<file path="src/sv/prqs_pkg.sv">
// Package for the priority ready queue scheduler.
// Holds the fixed field widths, the item codes, the engine state type and the result word.
// No dependencies.
`timescale 1ns / 1ps

package prqs_pkg;

  localparam int ID_W       = 4;
  localparam int ID_SPACE   = 16;
  localparam int PRIO_OUT_W = 8;
  localparam int COUNT_W    = 5;

  localparam logic KIND_CREATE = 1'b0;
  localparam logic KIND_SWITCH = 1'b1;

  typedef enum logic [1:0] {
    ST_IDLE,
    ST_SCAN,
    ST_SHIFT,
    ST_FINISH
  } prqs_state_e;

  typedef struct packed {
    logic                  running_valid;
    logic [ID_W-1:0]       running_task;
    logic [PRIO_OUT_W-1:0] running_priority;
    logic [COUNT_W-1:0]    ready_count;
    logic                  error;
  } prqs_result_t;

endpackage

</file>
<file path="src/sv/priority_ready_queue_scheduler.sv">
// Top level of the priority ready queue scheduler: engine plus output word register.
// Depends on prqs_pkg and prqs_engine.
`timescale 1ns / 1ps

// A create word's result is handed from the finish state to the output register, and the
// engine goes back to idle once the register has taken it. A switch word with n candidates
// (queued tasks plus the running task when it is re-queued) takes longest when the winner
// is the first candidate and shortest when it is the last: the queue memory's single read
// port walks all n entries once to find the first task with the smallest priority, and
// then walks the entries behind the winner once more to close the gap. A switch with
// nothing to run finishes like a create. A result that cannot enter a full output register
// holds the engine until it can. The queue and priority memories need no clearing after
// reset. A new word is taken as soon as the engine is idle, even while the last result
// still waits in the output register.
module priority_ready_queue_scheduler #(
  parameter int MAX_TASKS     = 16,
  parameter int PRIORITY_BITS = 8
) (
  input  logic       clk_i,
  input  logic       rst_ni,
  input  logic       in_valid_i,
  output logic       in_ready_o,
  input  logic       kind_i,
  input  logic [3:0] task_id_i,
  input  logic [7:0] priority_req_i,
  input  logic       current_ready_i,
  output logic       out_valid_o,
  input  logic       out_ready_i,
  output logic       running_valid_o,
  output logic [3:0] running_task_o,
  output logic [7:0] running_priority_o,
  output logic [4:0] ready_count_o,
  output logic       error_o
);

  import prqs_pkg::*;

  logic         res_valid;
  logic         res_ready;
  prqs_result_t res;
  prqs_result_t out_q;
  logic         out_valid_q, out_valid_d;

  prqs_engine #(
    .MAX_TASKS     (MAX_TASKS),
    .PRIORITY_BITS (PRIORITY_BITS)
  ) u_engine (
    .clk_i           (clk_i),
    .rst_ni          (rst_ni),
    .in_valid_i      (in_valid_i),
    .in_ready_o      (in_ready_o),
    .kind_i          (kind_i),
    .task_id_i       (task_id_i),
    .priority_req_i  (priority_req_i),
    .current_ready_i (current_ready_i),
    .res_valid_o     (res_valid),
    .res_ready_i     (res_ready),
    .res_o           (res)
  );

  assign res_ready = !out_valid_q || out_ready_i;

  always_comb begin
    out_valid_d = out_valid_q;
    if (res_valid && res_ready) begin
      out_valid_d = 1'b1;
    end else if (out_ready_i) begin
      out_valid_d = 1'b0;
    end
  end

  always_ff @(posedge clk_i or negedge rst_ni) begin
    if (!rst_ni) begin
      out_valid_q <= 1'b0;
    end else begin
      out_valid_q <= out_valid_d;
    end
  end

  always_ff @(posedge clk_i) begin
    if (res_valid && res_ready) begin
      out_q <= res;
    end
  end

  assign out_valid_o        = out_valid_q;
  assign running_valid_o    = out_q.running_valid;
  assign running_task_o     = out_q.running_task;
  assign running_priority_o = out_q.running_priority;
  assign ready_count_o      = out_q.ready_count;
  assign error_o            = out_q.error;

  // An idle engine never holds a finished result.
  a_idle_no_result : assert property (@(posedge clk_i) disable iff (!rst_ni)
    in_ready_o |-> !res_valid)
    else $error("engine is idle while a result is pending");

  // A result handed over lands in the output register.
  a_result_loaded : assert property (@(posedge clk_i) disable iff (!rst_ni)
    (res_valid && res_ready) |=> out_valid_o)
    else $error("result was lost at the output register");

  // With nothing running the task and priority words read as zero.
  a_idle_zero : assert property (@(posedge clk_i) disable iff (!rst_ni)
    (out_valid_o && !running_valid_o) |-> (running_task_o == '0 && running_priority_o == '0))
    else $error("no running task but nonzero task or priority");

endmodule

</file>
<file path="src/sv/prqs_ram.sv">
// Generic single-write, single-read RAM with a registered read port.
// Stand-alone; used for the ready queue and the per-task priority table.
`timescale 1ns / 1ps

module prqs_ram #(
  parameter int WIDTH = 8,
  parameter int DEPTH = 16
) (
  input  logic                     clk_i,
  input  logic                     we_i,
  input  logic [$clog2(DEPTH)-1:0] waddr_i,
  input  logic [WIDTH-1:0]         wdata_i,
  input  logic [$clog2(DEPTH)-1:0] raddr_i,
  output logic [WIDTH-1:0]         rdata_o
);

  logic [WIDTH-1:0] mem_q [DEPTH];
  logic [WIDTH-1:0] rdata_q;

  always_ff @(posedge clk_i) begin
    if (we_i) begin
      mem_q[waddr_i] <= wdata_i;
    end
    rdata_q <= mem_q[raddr_i];
  end

  assign rdata_o = rdata_q;

endmodule

</file>
<file path="src/sv/prqs_engine.sv">
// Scheduling engine: sequencer over the ready queue and priority memories.
// Depends on prqs_pkg and instantiates two prqs_ram memories.
`timescale 1ns / 1ps

module prqs_engine #(
  parameter int MAX_TASKS     = 16,
  parameter int PRIORITY_BITS = 8
) (
  input  logic                             clk_i,
  input  logic                             rst_ni,
  input  logic                             in_valid_i,
  output logic                             in_ready_o,
  input  logic                             kind_i,
  input  logic [prqs_pkg::ID_W-1:0]        task_id_i,
  input  logic [7:0]                       priority_req_i,
  input  logic                             current_ready_i,
  output logic                             res_valid_o,
  input  logic                             res_ready_i,
  output prqs_pkg::prqs_result_t           res_o
);

  import prqs_pkg::*;

  localparam int IdxW  = $clog2(MAX_TASKS + 1);
  localparam int CntW  = $clog2(MAX_TASKS + 2);
  localparam int AddrW = $clog2(MAX_TASKS);
  localparam int PrioW = PRIORITY_BITS;
  localparam logic [IdxW-1:0] MaxLen = IdxW'(MAX_TASKS);

  prqs_state_e state_q, state_d;
  logic [IdxW-1:0]  len_q, len_d;
  logic [ID_W-1:0]  run_id_q, run_id_d;
  logic             run_valid_q, run_valid_d;
  logic [PrioW-1:0] run_prio_q, run_prio_d;
  logic             err_q, err_d;
  logic [CntW-1:0]  n_q, n_d;
  logic [CntW-1:0]  cnt_q, cnt_d;
  logic [CntW-1:0]  best_idx_q, best_idx_d;
  logic [ID_W-1:0]  best_id_q, best_id_d;
  logic [PrioW-1:0] best_prio_q, best_prio_d;
  logic             have_best_q, have_best_d;
  logic             s1_vld_q, s1_vld_d;
  logic [CntW-1:0]  s1_idx_q, s1_idx_d;
  logic             s1_virt_q, s1_virt_d;
  logic             s2_vld_q, s2_vld_d;
  logic [CntW-1:0]  s2_idx_q, s2_idx_d;
  logic [ID_W-1:0]  s2_id_q, s2_id_d;
  logic             sh_vld_q, sh_vld_d;
  logic [CntW-1:0]  sh_idx_q, sh_idx_d;
  logic             sh_virt_q, sh_virt_d;

  logic             ord_we;
  logic [AddrW-1:0] ord_waddr;
  logic [ID_W-1:0]  ord_wdata;
  logic [AddrW-1:0] ord_raddr;
  logic [ID_W-1:0]  ord_rdata;
  logic             pr_we;
  logic [ID_W-1:0]  pr_waddr;
  logic [PrioW-1:0] pr_wdata;
  logic [ID_W-1:0]  pr_raddr;
  logic [PrioW-1:0] pr_rdata;

  logic [PrioW+7:0] prio_in_ext;
  logic [PrioW-1:0] prio_in;
  logic [PrioW+7:0] prio_out_ext;
  logic [IdxW+4:0]  len_out_ext;
  logic [CntW-1:0]  len_ext;
  logic [CntW-1:0]  n_m1;
  logic [CntW-1:0]  sh_idx_m1;
  logic [ID_W-1:0]  s1_id;
  logic             requeue;

  assign prio_in_ext  = {{PrioW{1'b0}}, priority_req_i};
  assign prio_in      = prio_in_ext[PrioW-1:0];
  assign prio_out_ext = {8'b0, run_prio_q};
  assign len_out_ext  = {5'b0, len_q};
  assign len_ext      = CntW'(len_q);
  assign n_m1         = n_q - CntW'(1);
  assign sh_idx_m1    = sh_idx_q - CntW'(1);
  assign s1_id        = s1_virt_q ? run_id_q : ord_rdata;
  assign requeue      = run_valid_q && current_ready_i;

  prqs_ram #(
    .WIDTH (ID_W),
    .DEPTH (MAX_TASKS)
  ) u_order_ram (
    .clk_i   (clk_i),
    .we_i    (ord_we),
    .waddr_i (ord_waddr),
    .wdata_i (ord_wdata),
    .raddr_i (ord_raddr),
    .rdata_o (ord_rdata)
  );

  prqs_ram #(
    .WIDTH (PrioW),
    .DEPTH (ID_SPACE)
  ) u_prio_ram (
    .clk_i   (clk_i),
    .we_i    (pr_we),
    .waddr_i (pr_waddr),
    .wdata_i (pr_wdata),
    .raddr_i (pr_raddr),
    .rdata_o (pr_rdata)
  );

  always_comb begin
    state_d     = state_q;
    len_d       = len_q;
    run_id_d    = run_id_q;
    run_valid_d = run_valid_q;
    run_prio_d  = run_prio_q;
    err_d       = err_q;
    n_d         = n_q;
    cnt_d       = cnt_q;
    best_idx_d  = best_idx_q;
    best_id_d   = best_id_q;
    best_prio_d = best_prio_q;
    have_best_d = have_best_q;
    s1_vld_d    = 1'b0;
    s1_idx_d    = s1_idx_q;
    s1_virt_d   = s1_virt_q;
    s2_vld_d    = 1'b0;
    s2_idx_d    = s2_idx_q;
    s2_id_d     = s2_id_q;
    sh_vld_d    = 1'b0;
    sh_idx_d    = sh_idx_q;
    sh_virt_d   = sh_virt_q;
    ord_we      = 1'b0;
    ord_waddr   = sh_idx_m1[AddrW-1:0];
    ord_wdata   = sh_virt_q ? run_id_q : ord_rdata;
    ord_raddr   = cnt_q[AddrW-1:0];
    pr_we       = 1'b0;
    pr_waddr    = task_id_i;
    pr_wdata    = prio_in;
    pr_raddr    = s1_id;
    in_ready_o  = 1'b0;
    res_valid_o = 1'b0;

    if (s1_vld_q) begin
      s2_vld_d = 1'b1;
      s2_idx_d = s1_idx_q;
      s2_id_d  = s1_id;
    end
    if (s2_vld_q && (!have_best_q || (pr_rdata < best_prio_q))) begin
      have_best_d = 1'b1;
      best_idx_d  = s2_idx_q;
      best_id_d   = s2_id_q;
      best_prio_d = pr_rdata;
    end
    if (sh_vld_q) begin
      ord_we = 1'b1;
    end

    case (state_q)
      ST_IDLE: begin
        in_ready_o = 1'b1;
        if (in_valid_i) begin
          state_d = ST_FINISH;
          if (kind_i == KIND_CREATE) begin
            if (len_q == MaxLen) begin
              err_d = 1'b1;
            end else begin
              err_d     = 1'b0;
              ord_we    = 1'b1;
              ord_waddr = len_q[AddrW-1:0];
              ord_wdata = task_id_i;
              pr_we     = 1'b1;
              len_d     = len_q + IdxW'(1);
              if (run_valid_q && (task_id_i == run_id_q)) begin
                run_prio_d = prio_in;
              end
            end
          end else begin
            err_d = 1'b0;
            n_d   = len_ext + CntW'(requeue);
            if ((len_q == '0) && !requeue) begin
              run_valid_d = 1'b0;
              run_id_d    = '0;
            end else begin
              cnt_d       = '0;
              have_best_d = 1'b0;
              state_d     = ST_SCAN;
            end
          end
        end
      end
      ST_SCAN: begin
        if (cnt_q != n_q) begin
          s1_vld_d  = 1'b1;
          s1_idx_d  = cnt_q;
          s1_virt_d = (cnt_q == len_ext);
          cnt_d     = cnt_q + CntW'(1);
        end else if (!s1_vld_q && !s2_vld_q) begin
          cnt_d   = best_idx_q + CntW'(1);
          state_d = ST_SHIFT;
        end
      end
      ST_SHIFT: begin
        if (cnt_q != n_q) begin
          sh_vld_d  = 1'b1;
          sh_idx_d  = cnt_q;
          sh_virt_d = (cnt_q == len_ext);
          cnt_d     = cnt_q + CntW'(1);
        end else if (!sh_vld_q) begin
          len_d       = n_m1[IdxW-1:0];
          run_id_d    = best_id_q;
          run_valid_d = 1'b1;
          run_prio_d  = best_prio_q;
          state_d     = ST_FINISH;
        end
      end
      ST_FINISH: begin
        res_valid_o = 1'b1;
        if (res_ready_i) begin
          state_d = ST_IDLE;
        end
      end
      default: begin
        state_d = ST_IDLE;
      end
    endcase
  end

  always_comb begin
    res_o.running_valid    = run_valid_q;
    res_o.running_task     = run_valid_q ? run_id_q : '0;
    res_o.running_priority = run_valid_q ? prio_out_ext[PRIO_OUT_W-1:0] : '0;
    res_o.ready_count      = len_out_ext[COUNT_W-1:0];
    res_o.error            = err_q;
  end

  always_ff @(posedge clk_i or negedge rst_ni) begin
    if (!rst_ni) begin
      state_q     <= ST_IDLE;
      len_q       <= '0;
      run_id_q    <= '0;
      run_valid_q <= 1'b0;
      err_q       <= 1'b0;
      have_best_q <= 1'b0;
      s1_vld_q    <= 1'b0;
      s2_vld_q    <= 1'b0;
      sh_vld_q    <= 1'b0;
      cnt_q       <= '0;
      n_q         <= '0;
    end else begin
      state_q     <= state_d;
      len_q       <= len_d;
      run_id_q    <= run_id_d;
      run_valid_q <= run_valid_d;
      err_q       <= err_d;
      have_best_q <= have_best_d;
      s1_vld_q    <= s1_vld_d;
      s2_vld_q    <= s2_vld_d;
      sh_vld_q    <= sh_vld_d;
      cnt_q       <= cnt_d;
      n_q         <= n_d;
    end
  end

  always_ff @(posedge clk_i) begin
    run_prio_q  <= run_prio_d;
    best_idx_q  <= best_idx_d;
    best_id_q   <= best_id_d;
    best_prio_q <= best_prio_d;
    s1_idx_q    <= s1_idx_d;
    s1_virt_q   <= s1_virt_d;
    s2_idx_q    <= s2_idx_d;
    s2_id_q     <= s2_id_d;
    sh_idx_q    <= sh_idx_d;
    sh_virt_q   <= sh_virt_d;
  end

endmodule
</file>
<file path="config.mk">
export PLATFORM = sky130hd
export DESIGN_NAME = priority_ready_queue_scheduler
export DESIGN_NICKNAME = d
export VERILOG_FILES = /design/src/sv/prqs_pkg.sv /design/src/sv/priority_ready_queue_scheduler.sv /design/src/sv/prqs_ram.sv /design/src/sv/prqs_engine.sv
export SDC_FILE = /design/constraint.sdc
export NUM_CORES = 1
export LEC_CHECK = 0
export BUFFER_PORTS_ARGS = -buffer_cell sky130_fd_sc_hd__clkbuf_2
export CAP_MARGIN = 0
export CELL_PAD_IN_SITES_DETAIL_PLACEMENT = 0
export CELL_PAD_IN_SITES_GLOBAL_PLACEMENT = 1
export CORE_MARGIN = 4
export CORE_UTILIZATION = 58
export DETAILED_ROUTE_END_ITERATION = 16
export GPL_TIMING_DRIVEN = 0
export HOLD_SLACK_MARGIN = 0.03
export PLACE_DENSITY = 0.93
export SLEW_MARGIN = 20
export SYNTH_ARGS = -nofsm -noshare
export SYNTH_HDL_FRONTEND = slang
export SYNTH_HIERARCHICAL = 1
export SYNTH_SLANG_ARGS = --single-unit
</file>
<file path="constraint.sdc">
create_clock -name clk_i -period 5.2 [get_ports clk_i]
set_input_delay 0.52 -clock clk_i [delete_from_list [all_inputs] [get_ports clk_i]]
set_output_delay 0.52 -clock clk_i [all_outputs]
set_load 0.005 [all_outputs]
</file>
Yosys cells after proc, flatten, opt, wreduce, memory -nomap -nowiden
Memory sizes are Yosys's and may differ from the RTL's. A register that Yosys moved wholly into a read port is not among the register bits.
Index checks and enable logic that the tools add are counted.
{ "totals": {"regBits": 92, "wordCells": 163, "ramBits": 192, "input_bits": 18, "n_memories": 2, "out_inout_bits": 21} }
{ "classes": {"mux": 79, "eq_ne": 21, "n_reduce_logical": 27, "magnitude_cmp": 1, "add_sub_neg": 6} }
{ "memory_table": {"columns": ["name", "depth", "width", "read_ports", "rd_ports_with_merged_regs", "write_ports", "line", "source"], "rows": [
  ["u_engine.u_prio_ram.mem_q", 16, 8, 1, 1, 1, "prqs_ram.sv:17", "logic [WIDTH-1:0] mem_q [DEPTH];"],
  ["u_engine.u_order_ram.mem_q", 16, 4, 1, 1, 1, "prqs_ram.sv:17", null]
]} }
{ "ops": {"columns": ["cell", "n"], "rows": [
  ["4-bit two-way mux", 15],
  ["5-bit two-way mux", 11],
  ["8-bit two-way mux", 6],
  ["1-bit two-way mux", 33],
  ["6-bit AND reduction", 4],
  ["2-bit inequality test, second input constant", 9],
  ["2-bit two-way mux", 8],
  ["8-bit case mux with 2 select lines", 1],
  ["5-bit by 1-bit adder with 5-bit output, second input constant", 3],
  ["5-bit case mux with 3 select lines", 1],
  ["5-bit case mux with 2 select lines", 1],
  ["8-bit < comparator", 1],
  ["2-bit by 1-bit inequality test with 1-bit output, second input constant", 4],
  ["2-bit case mux with 4 select lines", 1],
  ["4-bit case mux with 2 select lines", 1],
  ["7-bit AND reduction", 1],
  ["1-bit logical AND", 6],
  ["2-bit AND reduction", 3],
  ["5-bit by 1-bit adder with 5-bit output", 1],
  ["5-bit equality test", 1],
  ["5-bit equality test, second input constant", 1],
  ["1-bit logical NOT", 5],
  ["5-bit logical NOT", 1],
  ["5-bit inequality test", 1],
  ["12 further kinds", 15]
]} }

Longest topological paths before layout
{ "depth": {"word_depth": 8, "depth_mapped": 11} }

Hierarchy
Netlist, hierarchy kept.
{ "by_module_without_submodules": {"columns": ["mod", "area_per_inst_um2", "cells_per_inst", "seq_area_each_um2", "instances"], "rows": [
  ["prqs_ram at u_engine.u_prio_ram", 5147.4, 229, 4003.8, 1],
  ["prqs_engine", 3966.3, 347, 2026.9, 1],
  ["prqs_ram at u_engine.u_order_ram", 2666.3, 130, 2001.9, 1],
  ["priority_ready_queue_scheduler", 624.3, 23, 595.6, 1]
]} }

Worst setup path before layout
No wires, ideal clock.
{ "synth_timing": {"kind": "reg-to-reg", "start": "register u_engine.state_q[0]", "end": "memory u_engine.u_prio_ram.mem_q[0][0], enable pin", "period_less_slack_ns": 3.219, "path_slack_ns": 1.981, "t_arrival_ns": 2.836, "stages_incl_launch_ff": 11, "cell_sequence": "dfrtp_1 inv_1 ha_1 buf_2 nand2_1 or3_1 clkbuf_1 inv_2 buf_2 or3b_2 nor3_1"} }
{ "synth_via": {"elab_chain_len": 4} }
{ "synth_lines": {"columns": ["element", "line", "source"], "rows": [
  ["from (decl)", "prqs_engine.sv:30", "prqs_state_e state_q, state_d;"],
  ["from (signal assigned)", "prqs_engine.sv:247", "state_q <= state_d;"],
  ["2-bit logical NOT", "prqs_engine.sv:155", "case (state_q)"],
  ["1-bit two-way mux", "prqs_engine.sv:155", null],
  ["via u_engine.pr_we", "prqs_engine.sv:57", "logic pr_we;"],
  ["1-bit two-way mux", "prqs_ram.sv:21", "if (we_i) begin"],
  ["1-bit two-way mux (not written as such)", "prqs_ram.sv:22", "mem_q[waddr_i] <= wdata_i;"],
  ["to (decl)", "prqs_ram.sv:17", null]
]} }
The timed path passes the listed nets, and every way through them passes these cells.

Final worst setup path
{ "layout_timing": {"start": "register u_engine.state_q[1]", "end": "memory u_engine/u_order_ram/mem_q[0][1] in the netlist's numbering, enable pin"} }
{ "layout_via": {"elab_cells_between_ends": 5, "classes_between": "mux: 4; reduce/logical: 1"} }
{ "layout_lines": {"columns": ["element", "line", "source"], "rows": [
  ["2-bit logical NOT", "prqs_engine.sv:155", null],
  ["4-bit two-way mux", "prqs_engine.sv:155", null],
  ["via u_engine.ord_waddr[2]", "prqs_engine.sv:53", "logic [AddrW-1:0] ord_waddr;"],
  ["to (decl)", "prqs_ram.sv:17", null]
]} }
The timed path passes the listed nets, and every way through them passes these cells.

==> flow_summary.json <==
{
  "vias": 6768,
  "yosysTopAreaCell": "edfxtp_1",
  "grt_max_degree": 29,
  "first_pass_iters": 6,
  "die_h_um": 154,
  "grt_pass1_vias": 6902,
  "worst_slack_ns": 1.47,
  "grtUsageTotal_pct": 21.1,
  "antenna_found_initial": 2,
  "synth.avg_cell_area_sq_um": 17.0,
  "cap_violations": 0,
  "vias_per_cell": 6.19,
  "power.total_uw": 7700,
  "multi_input_area_sq_um": 3480,
  "synthArstFlopShare_pct": 9.46,
  "grt-ovfl-total": 0,
  "postCtsSetupBuffers": 0,
  "drt-initial-drc-count": 609,
  "synth_area_leaders": "edfxtp_1, mux4_1, dfrtp_1, mux4_2, ha_1",
  "synth_top_area_share_pct": 62.0,
  "drtAntennaViolNets": 0,
  "antenna-diode-count": 0,
  "ys_ff_latch": 296,
  "fillers": 1330,
  "fin_worst_skew_ns": 0.0221,
  "die_area_sq_um": 23800,
  "timing.final.crit_share_pct": 71.7,
  "htree_levels": 1,
  "worstPathMaxFanout": 13,
  "die_w_um": 154,
  "setup_tns_ns": 0,
  "period_needed_ns": 3.73,
  "wl_per_cell_um": 22.8,
  "cts_buffers": 28,
  "synth-edff-count": 256,
  "clkTransAtPathRegs_ns": 0.06,
  "routed_wirelength_um": 24900,
  "hold_class": "in -> async",
  "seq_area_frac_synth_pct": 69.6,
  "hold_violations": 0,
  "powerDensity_nw_per_um2": 556,
  "path_common_cell": "buf_2",
  "synth_cells": 729,
  "cp_num_buf_inv": 5,
  "cp.required_ns": 5.36,
  "clockRootBuffer": "clkbuf_16",
  "synth_warnings": 6,
  "place_ws_ns": 1.29,
  "slew_viol_final": 0,
  "synthesis.area_sq_um": 12400,
  "clock_sinks": 296,
  "boundaryPins": 39,
  "drcViolationCount": 0,
  "cp-end-kind": "register",
  "worst_skew_pair.late_latency_ns": 0.55,
  "crit_chain": "inv_1 > ha_1 > buf_2 > nand2_1 > or3_1 > clkbuf_1 > inv_2 > buf_2 > o21ai_1 > or3b_2 > nor3_1",
  "leakagePower_uw": 0.00487,
  "dp_hpwl_um": 16800,
  "worstMarginPinSlew_ns": 0.908,
  "rsz0062_at_grt": "no",
  "fmax_ghz": 0.268,
  "drive_gt1_share_pct": 19.2,
  "synthFlopType": "edfxtp_1",
  "numPortBuffers": 37,
  "yosys-top-cells-count": "edfxtp_1, nand2_1, nor2_1, dfrtp_1, mux4_1",
  "cts_buffer_depth": 3,
  "rows": 53,
  "globalplace.congestion": 0.852,
  "status": "finished clean",
  "yosysMostFrequentCell": "edfxtp_1",
  "worstPathArrival_ns": 3.89,
  "vdd_ir_drop_max_mv": 0.264,
  "synth.net_count": 768,
  "grt_pass1_wl_um": 39100,
  "holdWs_ns": 0.0388,
  "fp.coreArea_sq_um": 21000,
  "finalNetCount": 835,
  "cp-start-kind": "register",
  "cts_resized": 0,
  "initial_core_util_pct": 59.0,
  "path_delay_family": "simple AND/OR/NAND/NOR gates",
  "cts_tree": "yes",
  "hold_buffers": 0,
  "criticalPathCategory": "reg -> reg",
  "syn_to_final_growth_pct": 11.6,
  "slew_headroom_pct": 39.3,
  "ff_latch_area_sq_um": 8630,
  "setup_viol": 0,
  "critPathSlowestCell": "or3b_2",
  "synth_cell_types": 63,
  "crit_path_max_incr_delay_ns": 0.54
}
## through the flow
step | area (sq um) | std cells | utilization [%]
floorplan | 12400 | 729 | -
global placement | 12900 | 1041 | 61.5
detailed placement | 12900 | 1041 | 61.5
CTS | 13800 | 1093 | 65.7
global route | 13800 | 1093 | 65.8
finish | 13800 | 1093 | 65.8
## power by group
part	leakage [uW]	switching [uW]	internal (uW)	total, uW
clock network	0.000427	829	1080	1900
logic	0.00166	1390	979	2370
registers	0.00278	258	3160	3420
total	0.00487	2480	5220	7700
## placed cells by master, fill, tap and decap left out, types with 6 or more instances in the layout
cell	Yosys	layout
clkbuf_16	0	28
xor2_1	17	17
dfrtp_1	28	28
edfxtp_1	256	256
clkbuf_1	7	15
o21ai_1	10	6
clkinv_2	0	6
o21ai_0	11	11
a21oi_1	8	8
xnor2_1	12	12
nor3_1	13	9
buf_6	7	7
and2_1	16	16
nand2_1	42	42
nor2_1	37	37
inv_1	25	25
clkbuf_2	0	37
nand2b_1	9	9
dfxtp_1	12	12
nand3_1	24	24
mux4_2	20	20
buf_2	8	8
mux2_2	14	14
ha_1	21	21
a22oi_1	20	20
mux2i_1	12	12
mux4_1	28	28
## final cells by class
class                      count  area share, %
buffer                        32           1.65
sequential                   296           62.3
clock buffer                  38           5.48
clock inverter                14          0.814
tap                          275           2.49
inverter                      26          0.705
timing repair buffer          37           1.34
multi-input combinational    375           25.2
## metal layers
metal	part of all wire, %	global-route usage (%)	routed length (um)	vias up
met2	50	35.8	12500	329
met3	8.5	4.09	2110	58
met4	2.3	5.42	580	4
met5	0.10	0	26	-
li1	-	-	-	2975
met1	39	28.6	9720	3402
## worst register-to-register path: stages, from the launching register on
cell      delay (ns)
dfrtp_1         0.42
inv_1           0.15
ha_1            0.19
buf_2           0.22
nand2_1         0.15
or3_1           0.42
clkbuf_1        0.19
inv_2           0.08
buf_2           0.27
o21ai_1         0.19
or3b_2          0.55
nor3_1          0.53
## worst paths after layout
path                                                 startpoint                                         end  slack (ns)  cells past startpoint
worst max-delay path            u_engine/state_q[1]$_DFFE_PN0P_  u_engine/u_order_ram/mem_q[0][1]$_DFFE_PP_        1.47                     11
worst min-delay path                                     rst_ni            u_engine/run_valid_q$_DFFE_PN0P_        0.04                      1
worst max register to register  u_engine/state_q[1]$_DFFE_PN0P_  u_engine/u_order_ram/mem_q[0][1]$_DFFE_PP_        1.47                     11
worst min register to register   u_engine/s2_idx_q[2]$_DFFE_PP_            u_engine/best_idx_q[2]$_DFFE_PP_        0.40                      0
max in group asynchronous                                rst_ni               u_engine/cnt_q[0]$_DFFE_PN0P_        4.67                      1
min in group clk_i                                  out_ready_i                     out_valid_o$_DFFE_PN0P_        0.27                      3
## registers in the layout, summed over array words and instances, names as in the netlist, 8 cells and up
register,flops
u_engine/u_prio_ram/mem_q,128
u_engine/u_order_ram/mem_q,64
running_priority_o,8
u_engine/best_prio_q,8
u_engine/run_prio_q,8
u_engine/u_prio_ram/rdata_o,8
## kinds of logic after synthesis
kind of cell | share of synthesized area [%]
mux | 11.9
compound gates | 4.47
flops | 69.6
simple gates | 7.28
buf+inv | 2.63
fa+ha+maj | 2.12
xor+xnor | 2.05
Note: power is estimated with default switching activity, not from simulation.
